## config.mk

```make
export PLATFORM = sky130hd
export DESIGN_NAME = bh_seq
export DESIGN_NICKNAME = d
export VERILOG_FILES = /design/src/hdl/bh_pkg.sv /design/src/hdl/bh_seq.sv
export SDC_FILE = /design/constraint.sdc
export NUM_CORES = 1
export LEC_CHECK = 0
export ABC_CLOCK_PERIOD_IN_PS = 9500
export BUFFER_PORTS_ARGS = -buffer_cell sky130_fd_sc_hd__buf_4
export CORE_UTILIZATION = 56
export DETAILED_ROUTE_END_ITERATION = 12
export HOLD_SLACK_MARGIN = 0.15
export PLACE_DENSITY = 0.84
export SLEW_MARGIN = 20
export SYNTH_ARGS = -nofsm -noshare
export SYNTH_HDL_FRONTEND = slang
export SYNTH_SLANG_ARGS = --single-unit
```

## constraint.sdc

```tcl
create_clock -name clk -period 9.5 [get_ports clk]
set_clock_uncertainty 0.05 [all_clocks]
set_input_delay 1.9 -clock clk [delete_from_list [all_inputs] [get_ports clk]]
set_output_delay 1.9 -clock clk [all_outputs]
set_load 0.01 [all_outputs]
```

## src/hdl/bh_pkg.sv

```systemverilog
// Shared types and constants for the byte histogram.
package bh_pkg;

	localparam int NUM_BINS         = 256;
	localparam int BIN_W            = 8;
	localparam int BYTE_W           = 8;
	localparam int WORD_W           = 64;
	localparam int NVALID_W         = 4;
	localparam int OUT_W            = 32;
	localparam int DEF_LANES        = 8;
	localparam int DEF_COUNT_BITS   = 32;

	typedef enum logic [1:0] {
		OP_COUNT    = 2'd0,
		OP_READ     = 2'd1,
		OP_READ_CLR = 2'd2
	} bh_op_t;

	typedef enum logic [1:0] {
		K_INC,
		K_READ,
		K_READ_CLR,
		K_CLEAR
	} bh_kind_t;

	typedef enum logic [1:0] {
		ST_CLEAR,
		ST_IDLE,
		ST_COUNT,
		ST_DRAIN
	} bh_state_t;

	typedef struct packed {
		bh_op_t                opcode;
		logic [WORD_W-1:0]     data_word;
		logic [NVALID_W-1:0]   valid_bytes;
		logic [BIN_W-1:0]      bin_index;
	} bh_cmd_t;

	typedef struct packed {
		logic [BIN_W-1:0]  read_bin;
		logic [OUT_W-1:0]  bin_count;
	} bh_result_t;

	typedef struct packed {
		logic              vld;
		bh_kind_t          kind;
		logic [BIN_W-1:0]  addr;
	} bh_issue_t;

endpackage

```

## src/hdl/bh_seq.sv

```systemverilog
// Sequencer: clearing sweep, item acceptance and per-byte memory read issue.
module bh_seq #(
	parameter int LANES = bh_pkg::DEF_LANES
) (
	input  logic              clk,
	input  logic              arst_n,
	input  logic              start,
	input  bh_pkg::bh_cmd_t   cmd,
	output logic              busy,
	output bh_pkg::bh_issue_t issue
);
	import bh_pkg::*;

	localparam int LANE_W = (LANES > 1) ? $clog2(LANES) : 1;

	bh_state_t            state_q, state_d;
	logic [WORD_W-1:0]    word_q;
	logic [LANE_W-1:0]    lane_q;
	logic [LANE_W-1:0]    last_lane_q;
	logic [BIN_W-1:0]     clr_addr_q;
	logic                 accept;
	logic                 load_count;
	logic [NVALID_W-1:0]  n_clamp;

	assign accept  = start && !busy;
	assign n_clamp = (cmd.valid_bytes > NVALID_W'(LANES)) ? NVALID_W'(LANES) : cmd.valid_bytes;

	always_ff @(posedge clk or negedge arst_n) begin
		if (!arst_n) begin
			state_q     <= ST_CLEAR;
			clr_addr_q  <= '0;
			lane_q      <= '0;
			last_lane_q <= '0;
		end else begin
			state_q <= state_d;
			if (state_q == ST_CLEAR) begin
				clr_addr_q <= clr_addr_q + BIN_W'(1);
			end
			if (load_count) begin
				lane_q      <= '0;
				last_lane_q <= LANE_W'(n_clamp - NVALID_W'(1));
			end else if (state_q == ST_COUNT) begin
				lane_q <= lane_q + LANE_W'(1);
			end
		end
	end

	always_ff @(posedge clk) begin
		if (load_count) begin
			word_q <= cmd.data_word;
		end
	end

	always_comb begin
		state_d    = state_q;
		busy       = (state_q != ST_IDLE);
		load_count = 1'b0;
		issue.vld  = 1'b0;
		issue.kind = K_INC;
		issue.addr = '0;
		unique case (state_q)
			ST_CLEAR: begin
				issue.vld  = 1'b1;
				issue.kind = K_CLEAR;
				issue.addr = clr_addr_q;
				if (clr_addr_q == BIN_W'(NUM_BINS - 1)) begin
					state_d = ST_DRAIN;
				end
			end
			ST_IDLE: begin
				if (accept) begin
					unique case (cmd.opcode)
						OP_COUNT: begin
							if (n_clamp != '0) begin
								load_count = 1'b1;
								state_d    = ST_COUNT;
							end
						end
						OP_READ: begin
							issue.vld  = 1'b1;
							issue.kind = K_READ;
							issue.addr = cmd.bin_index;
							state_d    = ST_DRAIN;
						end
						OP_READ_CLR: begin
							issue.vld  = 1'b1;
							issue.kind = K_READ_CLR;
							issue.addr = cmd.bin_index;
							state_d    = ST_DRAIN;
						end
						default: begin
						end
					endcase
				end
			end
			ST_COUNT: begin
				issue.vld  = 1'b1;
				issue.kind = K_INC;
				issue.addr = word_q[lane_q*BYTE_W +: BYTE_W];
				if (lane_q == last_lane_q) begin
					state_d = ST_DRAIN;
				end
			end
			ST_DRAIN: begin
				state_d = ST_IDLE;
			end
			default: begin
				state_d = ST_IDLE;
			end
		endcase
	end

endmodule

```

---- After elaboration in Yosys (flattened, before gate mapping) ----
Cells that the tools add are included.
operators by class
  add/subtract/negate cells ............... 3
  magnitude comparators ................... 1
  eq/ne operators ......................... 13
  shift-type cells ........................ 1
  mux-type cells .......................... 16
  reduce and logical (&&, ||, !) cells .... 8
operators by type and width
  cell                                               number
  variable part select 64 x 7 -> 8 bit               1
  case mux 11 bit (3 select lines)                   1
  case mux 11 bit (2 select lines)                   1
  2-to-1 mux 11 bit                                  1
  adder 8 x 1 -> 8 bit (second input constant)       1
  == test 8 bit (second input constant)              1
  2-to-1 mux 2 bit                                   4
  case mux 2 bit (4 select lines)                    1
  == test 2 bit (second input constant)              3
  2-to-1 mux 3 bit                                   2
  != test 2 x 1 -> 1 bit (second input constant)     3
  != test 3 bit (second input constant)              2
  AND reduction 5 bit                                1
  == test 2 x 1 -> 1 bit (second input constant)     2
  > comparator 4 bit (second input constant)         1
  zero test 2 bit                                    2
  2-to-1 mux 1 bit                                   4
  2-to-1 mux 4 bit                                   1
  case mux 2 bit (2 select lines)                    1
  nonzero test 4 bit                                 1
  adder 3 x 1 -> 3 bit (second input constant)       1
  == test 3 bit                                      1
  subtractor 3 x 1 -> 3 bit (second input constant)  1
  != test 2 bit (second input constant)              1
  other kinds (4)                                    4
word-level totals
  register bits after elaboration ......... 80
  bits of input ports ..................... 81
  logic and storage cells ................. 47

---- Longest topological paths before layout ----
  depth in word-level cells ............... 8
  depth in mapped cells ................... 6
  mapped depth without buffers ............ 6

---- Least setup slack after synthesis ----
OpenSTA, ideal clock, no wires.
  kind .................................... in2reg
  from .................................... input cmd[11] in the netlist's numbering
  to ...................................... register last_lane_q[0]
  data arrival time ....................... 4712 ps
  data required time ...................... 9323 ps
  path slack .............................. 4611 ps
  cell stages on the path ................. 5
  path buffers ............................ 0
  cells stage by stage .................... inv_1 > nand2_1 > ha_1 > a21oi_2 > mux2_2
between the ends
  longest elaborated chain between the ends .. 7
ends and longest elaborated chain
  what                    line          source
  start: declaration      bh_seq.sv:8   input bh_pkg::bh_cmd_t cmd,
  > comparator 4 bit      bh_seq.sv:26  assign n_clamp = (cmd.valid_bytes > NVALID_W'(LANES)) ? NVALID_W'(LANES) : cmd.valid_bytes;
  2-to-1 mux 4 bit (*)    bh_seq.sv:26
  nonzero test 4 bit (*)  bh_seq.sv:74  if (n_clamp != '0) begin
  2-to-1 mux 1 bit (*)    bh_seq.sv:74
  2-to-1 mux 1 bit (*)    bh_seq.sv:72  unique case (cmd.opcode)
  2-to-1 mux 1 bit (*)    bh_seq.sv:71  if (accept) begin
  2-to-1 mux 1 bit (*)    bh_seq.sv:61  unique case (state_q)
  named net load_count    bh_seq.sv:22  logic load_count;
  end signal: assignment  bh_seq.sv:41  last_lane_q <= LANE_W'(n_clamp - NVALID_W'(1));
  end: declaration        bh_seq.sv:19  logic [LANE_W-1:0] last_lane_q;
Mark *: on every way through the listed nets, which the timed path passes. The rest lies on a longest branch.
A chain may end at the register's enable or synchronous reset.

==> qor.csv <==
stage,metric,value,unit
detailed_routing,average vias per placed instance,5.58,
detailed_routing,First DRT Iteration DRCs,88,
logic_synthesis,Synth Instances,201,
cells_and_area,FILL cells,379,
global_routing,initial antenna violation count,0,
critical_path,r2r worst-path depth,4,
power_and_ir_drop,cell internal pwr,0.000750,W
cells_and_area,share of layout cells above drive strength 1,40.7,%
sta,worst-margin pin slew,850,ps
global_routing,global-route wire length before repair,9060,µm
cts,clk_lat worst skew,340,ps
power_and_ir_drop,Sw Pwr,0.000327,W
logic_synthesis,Yosys cell types,42,
cts,clock sinks,80,
cells_and_area,Final nets,383,
detailed_routing,DRT Wirelength,6200,µm
critical_path,"Req. time, crit path",7550,ps
logic_synthesis,Post-Syn Nets,289,
power_and_ir_drop,Sequential Power Share,46.8,%
power_and_ir_drop,Logic pwr share,27.4,%
sta,Final Max Tran Viols,0,
cells_and_area,most frequent cells in the layout,"buf_4 (93), edfxtp_1 (64), dfrtp_1 (15), mux2i_1 (10), clkbuf_8 (9)",
cts,# resized after CTS,0,
cells_and_area,P&R area growth vs syn,27.1,%
placement,port bufs,92,
placement,Cells after DPL,359,
cts,TritonCTS clock tree,built,
sta,setup slack after layout,4410,ps
die,Die Wd,80.9,µm
critical_path,Worst R2R Start,state_q[0],
cts,Clock Pin Slew Worst Setup and Hold Paths,80,ps
die,Initial Utilization,58.6,%
cts,Clock Path Buffers,2,
min_path,min-delay worst type,reg2reg,
cts,Setup Buffers After CTS,0,
critical_path,WP buf/inv,3,
critical_path,CP Class,in2out,
placement,hpwl dp,4350,µm
global_routing,global-route usage over all layers,19.8,%
detailed_routing,Pre-antenna DRT Iters,5,
critical_path,"Slowest-stage cell, CP",ha_1,
sta,unrepaired setup endpoints after global routing,false,
global_routing,vias in the first global route,1959,
logic_synthesis,Avg Inst Size Synth,17.4,µm²
min_path,Worst Hold Depth,1,
global_routing,remaining global-route overflow,0,
placement,routability cong.,0.769,
logic_synthesis,post-synthesis sequential area ratio,66.5,%
critical_path,worst-path cell chain,buf_4 > inv_1 > ha_1 > and3b_1 > a32oi_1 > o21ai_1 > buf_4,
cts,CTS Buf Count,9,
power_and_ir_drop,peak supply drop,0.193,mV
flow_run,Max-Cap Viols,0,
sta,Final Hold Fails,0,
logic_synthesis,number of enable flip-flop cells after synthesis,64,
sta,f_max,0.196,GHz
die,DIE HEIGHT,80.9,µm
detailed_routing,via count,2094,
logic_synthesis,post-synth top area share,55.1,%
global_routing,largest net degree at the start of global routing,70,
detailed_routing,Final ANT Viol Nets,0,
power_and_ir_drop,Pleak,1.75,nW
logic_synthesis,Syn Std Cell Area,3490,µm²
logic_synthesis,Yosys reg bits,80,
detailed_routing,drc violations,0,
die,# IOs,93,
die,core footprint,5960,µm²
detailed_routing,Routed wire per std cell,16.5,µm
sta,"Setup violations, final",0,
sta,fin crit period,5090,ps
cts,Clock Tree Root,clkbuf_8,
cells_and_area,Finished Layout Cells,375,
power_and_ir_drop,Clock power frac,25.9,%
logic_synthesis,"top cells by area, synth","edfxtp_1 (55%), dfrtp_1 (11%), mux4_1 (6.0%)",
cells_and_area,"leading cell type in the layout, fill and taps excluded",buf_4,
critical_path,CP max stage delay,290,ps
cts,CTS H-tree lvls,3,
sta,Fin Setup TNS,0,ps
critical_path,Critical Path AT,3140,ps
power_and_ir_drop,pwr dens,243,nW/µm²
critical_path,highest fanout seen on the critical path,9,
cts,# hold bufs at CTS,0,
critical_path,CP most frequent cell,buf_4,
critical_path,CP Depth,7,
die,Cell Rows,28,
sta,Final period util,53.6,%
status,status,"complete, no violations",
logic_synthesis,YS warnings,0,
cells_and_area,# diodes,0,
critical_path,CP startpoint,cmd[76],
power_and_ir_drop,Net Sw Frac,30.4,%
placement,dpl ws,4410,ps
sta,Rel. slew slack,43.3,%
critical_path,CP Launch Type,primary input,
logic_synthesis,top_reg_cell synth,edfxtp_1,
die,die area,6550,µm²
critical_path,family with the most delay on the worst path,compound AO/OA/AOI/OAI gates,
logic_synthesis,Synth area leader,edfxtp_1,
min_path,worst hold start,clr_addr_q[0],
critical_path,CP endpoint kind,primary output,
logic_synthesis,Async SR Flop Fraction,20.0,%
## cell type report
| type | instances | area [µm²] | area share [%] |
|---|---|---|---|
| well taps | 75 | 93.8 | 2.12 |
| multi-input cells | 106 | 1070 | 24.2 |
| repair buffers | 93 | 698 | 15.7 |
| inverters | 5 | 18.8 | 0.423 |
| flip-flops and latches | 80 | 2320 | 52.4 |
| clock inverters | 7 | 103 | 2.31 |
| clock buffers | 9 | 124 | 2.79 |
## stage by stage
step                util [%]  area, µm²  power [W]  hold slack [ps]
finish                  74.5       4430    0.00108              449
global route            74.5       4430    0.00113              462
CTS                     74.4       4430    0.00108              450
detailed placement      70.6       4210   0.000807              435
global placement        70.6       4210   0.000800              434
floorplan                  -       3490   0.000715              412
## path summary, 6_finish.rpt
kind                                        to  slack, ps
max in group asynchronous            lane_q[0]       7840
worst min register to register   clr_addr_q[0]        450
worst max register to register  last_lane_q[0]       7260
worst max-delay path                  issue[7]       4410
min in group asynchronous        clr_addr_q[1]       1360
worst min-delay path             clr_addr_q[0]        450
## synthesized netlist by cell type, types with 3 or more instances
cell / instances
a32oi_1: 7
o21ai_1: 7
nor3_1: 3
inv_1: 5
nand4_1: 3
nand2b_1: 4
dfrtp_1: 16
mux2i_1: 10
nand2_1: 8
edfxtp_1: 64
mux4_1: 8
ha_1: 7
mux4_2: 8
xnor2_1: 6
nor2_1: 6
xor2_1: 5
## flip-flops by register name, summed over array words and instances (netlist names)
register,flops
state_q,2
last_lane_q,3
word_q,64
lane_q,3
clr_addr_q,8
## power by group through the flow
stage	clock network [W]	registers, W	logic [W]
finish	0.000278	0.000504	0.000294
global route	0.000294	0.000515	0.000319
CTS	0.000281	0.000504	0.000298
global placement	0	0.000510	0.000290
floorplan	0	0.000452	0.000263
detailed placement	0	0.000512	0.000295
## logic make-up after synthesis
family / after synthesis / synth area share (%)
adder cells (fa/ha/maj): 7 / 2.51
buffers and inverters: 15 / 2.90
flip-flops: 80 / 66.5
multiplexers: 28 / 14.7
AND/OR/NAND/NOR: 35 / 5.59
AO/OA/AOI/OAI: 25 / 4.98
XOR/XNOR: 11 / 2.76
## per-layer routing
layer	GRT usage (%)	up-vias	share of wire (%)
met5	0	-	0
met4	8.57	0	1.1
met3	4.04	5	5.4
met2	33.9	80	51
met1	24.3	1015	42
li1	-	994	-
(Power assumes the default switching activity.)
