===== src/hdl/bh_pkg.sv =====
// Shared types and constants for the byte histogram.
package bh_pkg;

	localparam int NUM_BINS         = 256;
	localparam int BIN_W            = 8;
	localparam int BYTE_W           = 8;
	localparam int WORD_W           = 64;
	localparam int NVALID_W         = 4;
	localparam int OUT_W            = 32;
	localparam int DEF_LANES        = 8;
	localparam int DEF_COUNT_BITS   = 32;

	typedef enum logic [1:0] {
		OP_COUNT    = 2'd0,
		OP_READ     = 2'd1,
		OP_READ_CLR = 2'd2
	} bh_op_t;

	typedef enum logic [1:0] {
		K_INC,
		K_READ,
		K_READ_CLR,
		K_CLEAR
	} bh_kind_t;

	typedef enum logic [1:0] {
		ST_CLEAR,
		ST_IDLE,
		ST_COUNT,
		ST_DRAIN
	} bh_state_t;

	typedef struct packed {
		bh_op_t                opcode;
		logic [WORD_W-1:0]     data_word;
		logic [NVALID_W-1:0]   valid_bytes;
		logic [BIN_W-1:0]      bin_index;
	} bh_cmd_t;

	typedef struct packed {
		logic [BIN_W-1:0]  read_bin;
		logic [OUT_W-1:0]  bin_count;
	} bh_result_t;

	typedef struct packed {
		logic              vld;
		bh_kind_t          kind;
		logic [BIN_W-1:0]  addr;
	} bh_issue_t;

endpackage


===== src/hdl/bh_rmw.sv =====
// Read-modify-write stage: forwarding, saturating increment, clear and read-out.
module bh_rmw #(
	parameter int COUNT_BITS = bh_pkg::DEF_COUNT_BITS
) (
	input  logic                        clk,
	input  logic                        arst_n,
	input  bh_pkg::bh_issue_t           issue,
	input  logic [COUNT_BITS-1:0]       rdata,
	output logic                        we,
	output logic [bh_pkg::BIN_W-1:0]    waddr,
	output logic [COUNT_BITS-1:0]       wdata,
	output logic                        strobe,
	output bh_pkg::bh_result_t          result
);
	import bh_pkg::*;

	localparam int EXT_W = OUT_W + COUNT_BITS;

	logic                   vld_s1;
	bh_kind_t               kind_s1;
	logic [BIN_W-1:0]       addr_s1;
	logic                   fwd_vld_q;
	logic [BIN_W-1:0]       fwd_addr_q;
	logic [COUNT_BITS-1:0]  fwd_data_q;
	logic [COUNT_BITS-1:0]  cur;
	logic [EXT_W-1:0]       ext;
	logic                   over;

	always_ff @(posedge clk or negedge arst_n) begin
		if (!arst_n) begin
			vld_s1    <= 1'b0;
			fwd_vld_q <= 1'b0;
		end else begin
			vld_s1    <= issue.vld;
			fwd_vld_q <= we;
		end
	end

	always_ff @(posedge clk) begin
		kind_s1    <= issue.kind;
		addr_s1    <= issue.addr;
		fwd_addr_q <= waddr;
		fwd_data_q <= wdata;
	end

	assign cur  = (fwd_vld_q && (fwd_addr_q == addr_s1)) ? fwd_data_q : rdata;
	assign ext  = EXT_W'(cur);
	assign over = |ext[EXT_W-1:OUT_W];

	always_comb begin
		we               = 1'b0;
		waddr            = addr_s1;
		wdata            = '0;
		strobe           = 1'b0;
		result.read_bin  = addr_s1;
		result.bin_count = over ? '1 : ext[OUT_W-1:0];
		unique case (kind_s1)
			K_INC: begin
				we    = vld_s1;
				wdata = (&cur) ? cur : cur + COUNT_BITS'(1);
			end
			K_READ: begin
				strobe = vld_s1;
			end
			K_READ_CLR: begin
				strobe = vld_s1;
				we     = vld_s1;
			end
			K_CLEAR: begin
				we = vld_s1;
			end
		endcase
	end

endmodule


===== config.mk =====
export PLATFORM = sky130hd
export DESIGN_NAME = bh_rmw
export DESIGN_NICKNAME = d
export VERILOG_FILES = /design/src/hdl/bh_pkg.sv /design/src/hdl/bh_rmw.sv
export SDC_FILE = /design/constraint.sdc
export NUM_CORES = 1
export LEC_CHECK = 0
export BUFFER_PORTS_ARGS = -buffer_cell sky130_fd_sc_hd__buf_2
export CORE_MARGIN = 3
export CORE_UTILIZATION = 44
export DETAILED_ROUTE_END_ITERATION = 12
export GPL_TIMING_DRIVEN = 1
export PLACE_DENSITY = 0.83
export SETUP_SLACK_MARGIN = 0.4
export SKIP_LAST_GASP = 1
export SLEW_MARGIN = 20
export SYNTH_ARGS = -nofsm -noshare
export SYNTH_HDL_FRONTEND = slang
export SYNTH_SLANG_ARGS = --single-unit

===== constraint.sdc =====
create_clock -name clk -period 3.8 [get_ports clk]
set_input_delay 0.38 -clock clk [delete_from_list [all_inputs] [get_ports clk]]
set_output_delay 0.38 -clock clk [all_outputs]
set_load 0.03 [all_outputs]

Yosys cells after proc, flatten, opt, wreduce, memory -nomap -nowiden. Cells that the tools add are included.

Register bits after elaboration: 52. Input port bits: 45. Output and inout bits: 82. Word-level logic and storage cells: 21.

Reductions and logical operators: 5. Multiplexer cells: 5. Equality and inequality tests: 4. $add $sub $neg: 1.

Operators by type and width (count): $mux 32 (3); $add 32x1->32 const B (1); $reduce_and 32->1 (1); $eq 8x8->1 (1); $eq 2x2->1 const B (2); $reduce_or 3->1 (1); $eq 2x1->1 const B (1); $logic_not 2->1 (1); $mux 1 (2); $reduce_or 2->1 (1); $logic_and 1x1->1 (1).

Depth between registers and ports, before layout. Gate-level depths: netlist of the first run.

Depth after elaboration: 6. Gate-level depth with buffers: 17. Gate-level depth less buffers: 13.

Worst setup path before layout of the first run. Ideal clock, no wire load.

Path kind: register to output. Start: register addr_s1[4] (netlist: waddr[4]). End: output port wdata[29]. Stages on the path, launching flop included: 17. Setup slack: -840 ps. Arrival: 4260 ps. Path buffers: 3. Path through: dfxtp_1 xnor2_1 nand2_1 or4_1 clkbuf_1 clkbuf_1 clkbuf_1 nand2_1 nand2_1 ha_1 and3_1 and4_1 a31oi_1 a32oi_4 a2111oi_0 xnor2_1 nor2_1.

RTL lines: start, declared (line bh_rmw.sv:21) `logic [BIN_W-1:0] addr_s1;`; start signal, assigned (line bh_rmw.sv:41) `addr_s1 <= issue.addr;`; end, declared (line bh_rmw.sv:11) `output logic [COUNT_BITS-1:0] wdata,`.

Worst setup path after layout of the first run.
Start: register fwd_addr_q[3]. End: output port wdata[7].

Longest elaborated chain between the ends: 6.

RTL lines: start, declared (line bh_rmw.sv:23) `logic [BIN_W-1:0] fwd_addr_q;`; start signal, assigned (line bh_rmw.sv:42) `fwd_addr_q <= waddr;`; $eq 8x8->1 (*) (line bh_rmw.sv:46) `assign cur = (fwd_vld_q && (fwd_addr_q == addr_s1)) ? fwd_data_q : rdata;`; $logic_and 1x1->1 (*) (line bh_rmw.sv:46); $mux 32 (*) (line bh_rmw.sv:46); $add 32x1->32 or $reduce_and 32->1 (tied branches) (line bh_rmw.sv:60) `wdata = (&cur) ? cur : cur + COUNT_BITS'(1);`; $mux 32 (*) (line bh_rmw.sv:60); $mux 32 (*) (line bh_rmw.sv:57) `unique case (kind_s1)`.

Every way passes the cells marked *; elsewhere a longest branch is shown, timed or not.

==> impl_metrics.json, run 1 <==
{
  "fin_crit_sh": 1.06,
  "syn_area_um2": 3160,
  "nets": 616,
  "irDropWorstVdd_uv": 276,
  "power_density_nw_per_um2": 251,
  "grt_pass1_wl_um": 18200,
  "rr_startpoint": "fwd_addr_q[3]",
  "violations": "setup timing",
  "p_total_mw": 1.30,
  "placed_area_um2": 4360,
  "cp_max_fo": 5,
  "remaining_drc_errors": 0,
  "clock_latency_ps": 320,
  "cts_buffers": 5,
  "ys_ff_latch": 52,
  "hold_class": "in2reg",
  "reg2regPathDepth": 21,
  "critPathSlowestCell": "or4_4",
  "viasPerCell": 5.79,
  "hpwl_um": 7730,
  "async_flop_share": 0.0385,
  "die_height_um": 90.7,
  "io-pin-count": 127,
  "n_fill_cell": 492,
  "timing.rr.end": "fwd_data_q[11]",
  "grt_pass1_vias": 3763,
  "netlist-cell-type-count": 49,
  "core_area_um2": 6870,
  "grt_setup_unrepaired": "yes",
  "fmax_mhz": 248,
  "grt_usage": 0.269,
  "relSlewSlack": 0.323,
  "mostFrequentLayoutCell": "buf_2",
  "syn_avg_cell_area_um2": 7.73,
  "clock_path_buffers": 2,
  "drt-initial-drc-count": 310,
  "setup-violations-final": 30,
  "holdWs_ps": 160,
  "dieArea_um2": 8220,
  "cp-end-kind": "output port",
  "worst-path-stages": 17,
  "multi_input_area_um2": 2630,
  "worst_slack_ps": -229,
  "fin_worst_skew_ps": 16.0,
  "synth_edf_count": 0,
  "grt_max_degree": 39,
  "antenna_found_initial": 0,
  "cp-start-kind": "flip-flop",
  "cts_tree": "done",
  "dp_cells": 620,
  "cp_data_arrival_time_ps": 3650,
  "ff2ff_setup_slack_ps": -20,
  "gp_congestion": 0.892,
  "hold_violations": 0,
  "startpoint": "fwd_addr_q[3]",
  "crit_family": "simple AND/OR/NAND/NOR gates",
  "yosysSeqAreaShare": 0.333,
  "area_delta_synth_final_pct": 64.0,
  "start_util": 0.459,
  "status": "finished with violations",
  "cts.sinks": 52,
  "worst-path-buf-inv": 4,
  "cp.required_ps": 3420,
  "slew_viol_final": 0,
  "maxCapViolCount": 0,
  "drtPass1Iterations": 5,
  "stdcell_count": 665,
  "worstMarginPinSlew_ps": 1010,
  "htreeDepth": 2,
  "via_count": 3852,
  "crit_type": "reg2out",
  "n_antenna_cell": 0,
  "final_cell_mix": "103 x buf_2, 81 x nand2_1, 41 x buf_4, 37 x dfxtp_1, 30 x buf_6",
  "final_area_um2": 5170,
  "clk_pin_slew_ps": 100,
  "ys.warnings.count": 0,
  "slowest_delay_ps": 560,
  "wire_per_inst_um": 18.0,
  "drive_gt1_frac": 0.527,
  "cts_root_buf": "clkbuf_8",
  "syn_inst": 408,
  "row_count": 30,
  "grt_remaining_overflow": 0,
  "regArea_um2": 1090,
  "worstPathCellList": "xnor2_4 > nand2_2 > nor4_4 > buf_4 > nand2_4 > nand2_8 > ha_4 > and3_4 > nand4_1 > or4_4 > o32ai_4 > buf_6 > buf_4 > a211oi_4 > xnor2_2 > nor2_4 > buf_6",
  "leakage_nw": 2.21,
  "synth_flop_cell": "dfxtp_1",
  "drt-total-wl_um": 12000,
  "postRouteAntennaNets": 0,
  "die_w_um": 90.7,
  "crit_path_end": "wdata[7]",
  "synth_fp_nets": 456,
  "portBuffers": 126,
  "finalCriticalPeriod_ps": 4030
}
## synthesized netlist by cell type (5+ instances only)
cell	n	area, um2
and2_1	13	81.3
nand4_1	29	181
nor2_1	33	124
nand2_1	90	338
xnor2_1	26	228
inv_1	13	48.8
and3_1	12	75.1
a21oi_1	8	40.0
and4_1	6	52.6
mux2_2	5	56.3
buf_4	9	67.6
nor4_1	5	31.3
a211oi_1	5	37.5
nor3_1	10	50.1
clkbuf_1	11	41.3
nand3_1	15	75.1
dfxtp_1	50	1000
mux2i_1	13	130
## registers in the layout, summed over array words and instances (netlist names)
| register | cells |
|---|---|
| waddr | 8 |
| fwd_data_q | 32 |
| fwd_vld_q | 1 |
| kind_s1 | 2 |
| fwd_addr_q | 8 |
| vld_s1 | 1 |
## report_power, final
group / total, mW / leakage (nW) / switching (mW) / internal, mW
Sequential: 0.596 / 0.442 / 0.0271 / 0.569
Clock: 0.336 / 0.0414 / 0.204 / 0.132
Combinational: 0.365 / 1.73 / 0.222 / 0.143
## per-layer routing
metal / GRT usage / share of wire
met1: 0.320 / 0.37
met2: 0.467 / 0.51
met3: 0.0750 / 0.086
met4: 0.0829 / 0.026
met5: 0 / 0
## kinds of logic after synthesis
logic type	Yosys count	synth area share
buf+inv	38	0.0571
mux	18	0.0591
xor+xnor	29	0.0805
simple gates	227	0.357
fa+ha+maj	3	0.0119
flops	52	0.333
compound gates	41	0.101
## cell type report
cell class / count / area share
multi-input cells: 318 / 0.507
repair buffers: 177 / 0.232
flip-flops and latches: 52 / 0.211
well taps: 96 / 0.0232
clock buffers: 6 / 0.0140
inverters: 14 / 0.0102
clock inverters: 2 / 0.00314
## worst register-to-register path, delay by kind of cell, from the launching register on
| kind | cells | cell delay [ps] |
|---|---|---|
| AND/OR/NAND/NOR | 8 | 1470 |
| buffers and inverters | 8 | 1040 |
| XOR/XNOR | 2 | 420 |
| flip-flops | 1 | 370 |
| AO/OA/AOI/OAI | 2 | 300 |
| adder cells (fa/ha/maj) | 1 | 140 |
## repair_timing
item / CTS / global route
buffers inserted: 22 / 13
pin swaps: 17 / 10
gates resized for setup: 72 / 31
hold endpoints to repair: 2 / 0
hold buffers: 1 / 0
endpoints found under the setup margin: 33 / 34
gates cloned: 1 / 0
## worst min path at each step
| stage | from | cells after the start | to |
|---|---|---|---|
| 2_1_floorplan | arst_n | 0 | fwd_vld_q |
| 3_3_place_gp | arst_n | 1 | vld_s1 |
| 3_5_place_dp | arst_n | 1 | vld_s1 |
| 4_1_cts | issue[2] | 1 | waddr[2] |
| 5_1_grt | issue[2] | 1 | waddr[2] |
| 6_report | issue[1] | 1 | waddr[1] |
## stage by stage
step	TNS (ps)	utilization	setup slack (ps)
after global placement	0	0.635	60.5
final	-3820	0.753	-229
after detailed placement	-55.7	0.635	-42.2
after global routing	-8350	0.753	-370
after CTS	-1560	0.715	-108
after floorplan	0	-	7.32
(Power assumes the default switching activity.)
==> run 2, diff against run 1 <==
--- a/config.mk
+++ b/config.mk
@@ -10,7 +10,7 @@
 export CORE_UTILIZATION = 44
 export DETAILED_ROUTE_END_ITERATION = 12
 export GPL_TIMING_DRIVEN = 1
-export PLACE_DENSITY = 0.83
+export PLACE_DENSITY_LB_ADDON = 0.2
 export SETUP_SLACK_MARGIN = 0.4
 export SKIP_LAST_GASP = 1
 export SLEW_MARGIN = 20
==> impl_metrics.json, run 2 (synthesis gave the netlist of run 1 again) <==
{
  "hold_class": "in2reg",
  "reg2regPathDepth": 17,
  "ff2ff_setup_slack_ps": 410,
  "die_w_um": 90.7,
  "final_cell_mix": "98 x buf_2, 81 x nand2_1, 40 x dfxtp_1, 37 x buf_6, 30 x buf_4",
  "antenna_found_initial": 0,
  "area_delta_synth_final_pct": 64.8,
  "hpwl_um": 7560,
  "mostFrequentLayoutCell": "buf_2",
  "timing.rr.end": "fwd_data_q[9]",
  "stdcell_count": 657,
  "nets": 608,
  "io-pin-count": 127,
  "wire_per_inst_um": 16.8,
  "drtPass1Iterations": 5,
  "via_count": 3719,
  "dieArea_um2": 8220,
  "core_area_um2": 6870,
  "worst_slack_ps": -207,
  "cts.sinks": 52,
  "regMostFlops": "fwd_data_q",
  "status": "finished with violations",
  "holdWs_ps": 162,
  "clock_latency_ps": 310,
  "grt_max_degree": 34,
  "placed_area_um2": 4380,
  "violations": "setup timing",
  "crit_type": "reg2out",
  "fin_crit_sh": 1.05,
  "cp_max_fo": 4,
  "cts_tree": "done",
  "remaining_drc_errors": 0,
  "viasPerCell": 5.66,
  "dp_cells": 622,
  "fmax_mhz": 250,
  "clock_path_buffers": 2,
  "cp_data_arrival_time_ps": 3630,
  "row_count": 30,
  "leakage_nw": 2.21,
  "n_antenna_cell": 0,
  "slew_viol_final": 0,
  "finalSetupTns_ps": -3020,
  "irDropWorstVdd_uv": 204,
  "min_from": "issue[2]",
  "fin_worst_skew_ps": 5.72,
  "postRouteAntennaNets": 0,
  "relSlewSlack": 0.432,
  "die_height_um": 90.7,
  "cp-start-kind": "flip-flop",
  "largest_register_ffs": 32,
  "whs_path_depth": 1,
  "power_density_nw_per_um2": 248,
  "grt_remaining_overflow": 0,
  "cts_buffers": 5,
  "hold_violations": 0,
  "drt-initial-drc-count": 263,
  "rr_startpoint": "fwd_addr_q[3]",
  "final_util": 0.757,
  "grt_pass1_wl_um": 16800,
  "dp_slack_ps": -21.1,
  "setup-violations-final": 25,
  "grt_pass1_vias": 3497,
  "htreeDepth": 2,
  "finalCriticalPeriod_ps": 4010,
  "final_area_um2": 5200,
  "cts_root_buf": "clkbuf_8",
  "min_to": "waddr[2]",
  "drive_gt1_frac": 0.526,
  "grt_setup_unrepaired": "yes",
  "drt-total-wl_um": 11000,
  "worstMarginPinSlew_ps": 844,
  "maxCapViolCount": 0,
  "grt_usage": 0.245,
  "gp_congestion": 0.855,
  "clk_pin_slew_ps": 100,
  "cp.required_ps": 3420,
  "p_total_mw": 1.29,
  "portBuffers": 126,
  "cp-end-kind": "output port",
  "start_util": 0.459
}
run 2: cell types whose count changed in the layout (fill, tap and decap cells not counted), sizes merged:
cell / previous run / this run
buf: 175 / 166
clkbuf: 7 / 8
run 2: how the worst max path moves through the flow:
| stage | endpoint | startpoint | slack (ps) | cells after the start |
|---|---|---|---|---|
| 2_1_floorplan | wdata[5] | waddr[3] | 7 | 16 |
| 3_5_place_dp | wdata[12] | waddr[5] | -20 | 15 |
| 6_report | wdata[3] | fwd_addr_q[3] | -210 | 16 |
| 3_3_place_gp | wdata[12] | waddr[5] | 50 | 15 |
| 5_1_grt | wdata[7] | fwd_addr_q[3] | -360 | 16 |
| 4_1_cts | wdata[7] | fwd_addr_q[3] | -130 | 16 |
run 2: report_power, final:
group | switching, mW | internal (mW)
logic | 0.220 | 0.142
registers | 0.0258 | 0.569
clock network | 0.204 | 0.132
total | 0.450 | 0.842
run 2: worst max-delay path: stages (launching register included):
cell	delay, ps
dfxtp_4	370
xnor2_4	190
nand2_2	110
nor4_4	270
buf_4	180
nand2_4	70
nand2_8	70
ha_4	140
and3_4	190
nand4_1	150
or4_4	570
o32ai_4	260
buf_6	180
buf_6	120
a21oi_2	40
o221a_2	270
buf_6	140
run 2: what timing repair did:
| action | CTS | global route |
|---|---|---|
| pin swaps | 19 | 24 |
| hold endpoints to repair | 2 | 0 |
| resized for setup | 76 | 43 |
| cloned | 0 | 1 |
| hold buffers | 1 | 0 |
| buffers inserted | 15 | 10 |
| endpoints found under the setup margin | 33 | 33 |
run 2: area by class of cell:
cell class	instances	area, um2
Clock buffer	6	72.6
Clock inverter	2	16.3
Fill cell	490	1670
Inverter	14	52.6
Multi-Input combinational cell	318	2660
Sequential cell	52	1090
Tap cell	96	120
Timing Repair Buffer	169	1190
run 2: routing by layer:
layer,share of wire,global-route usage
met5,0,0
met4,0.016,0.0625
met3,0.080,0.0633
met2,0.51,0.426
met1,0.39,0.300
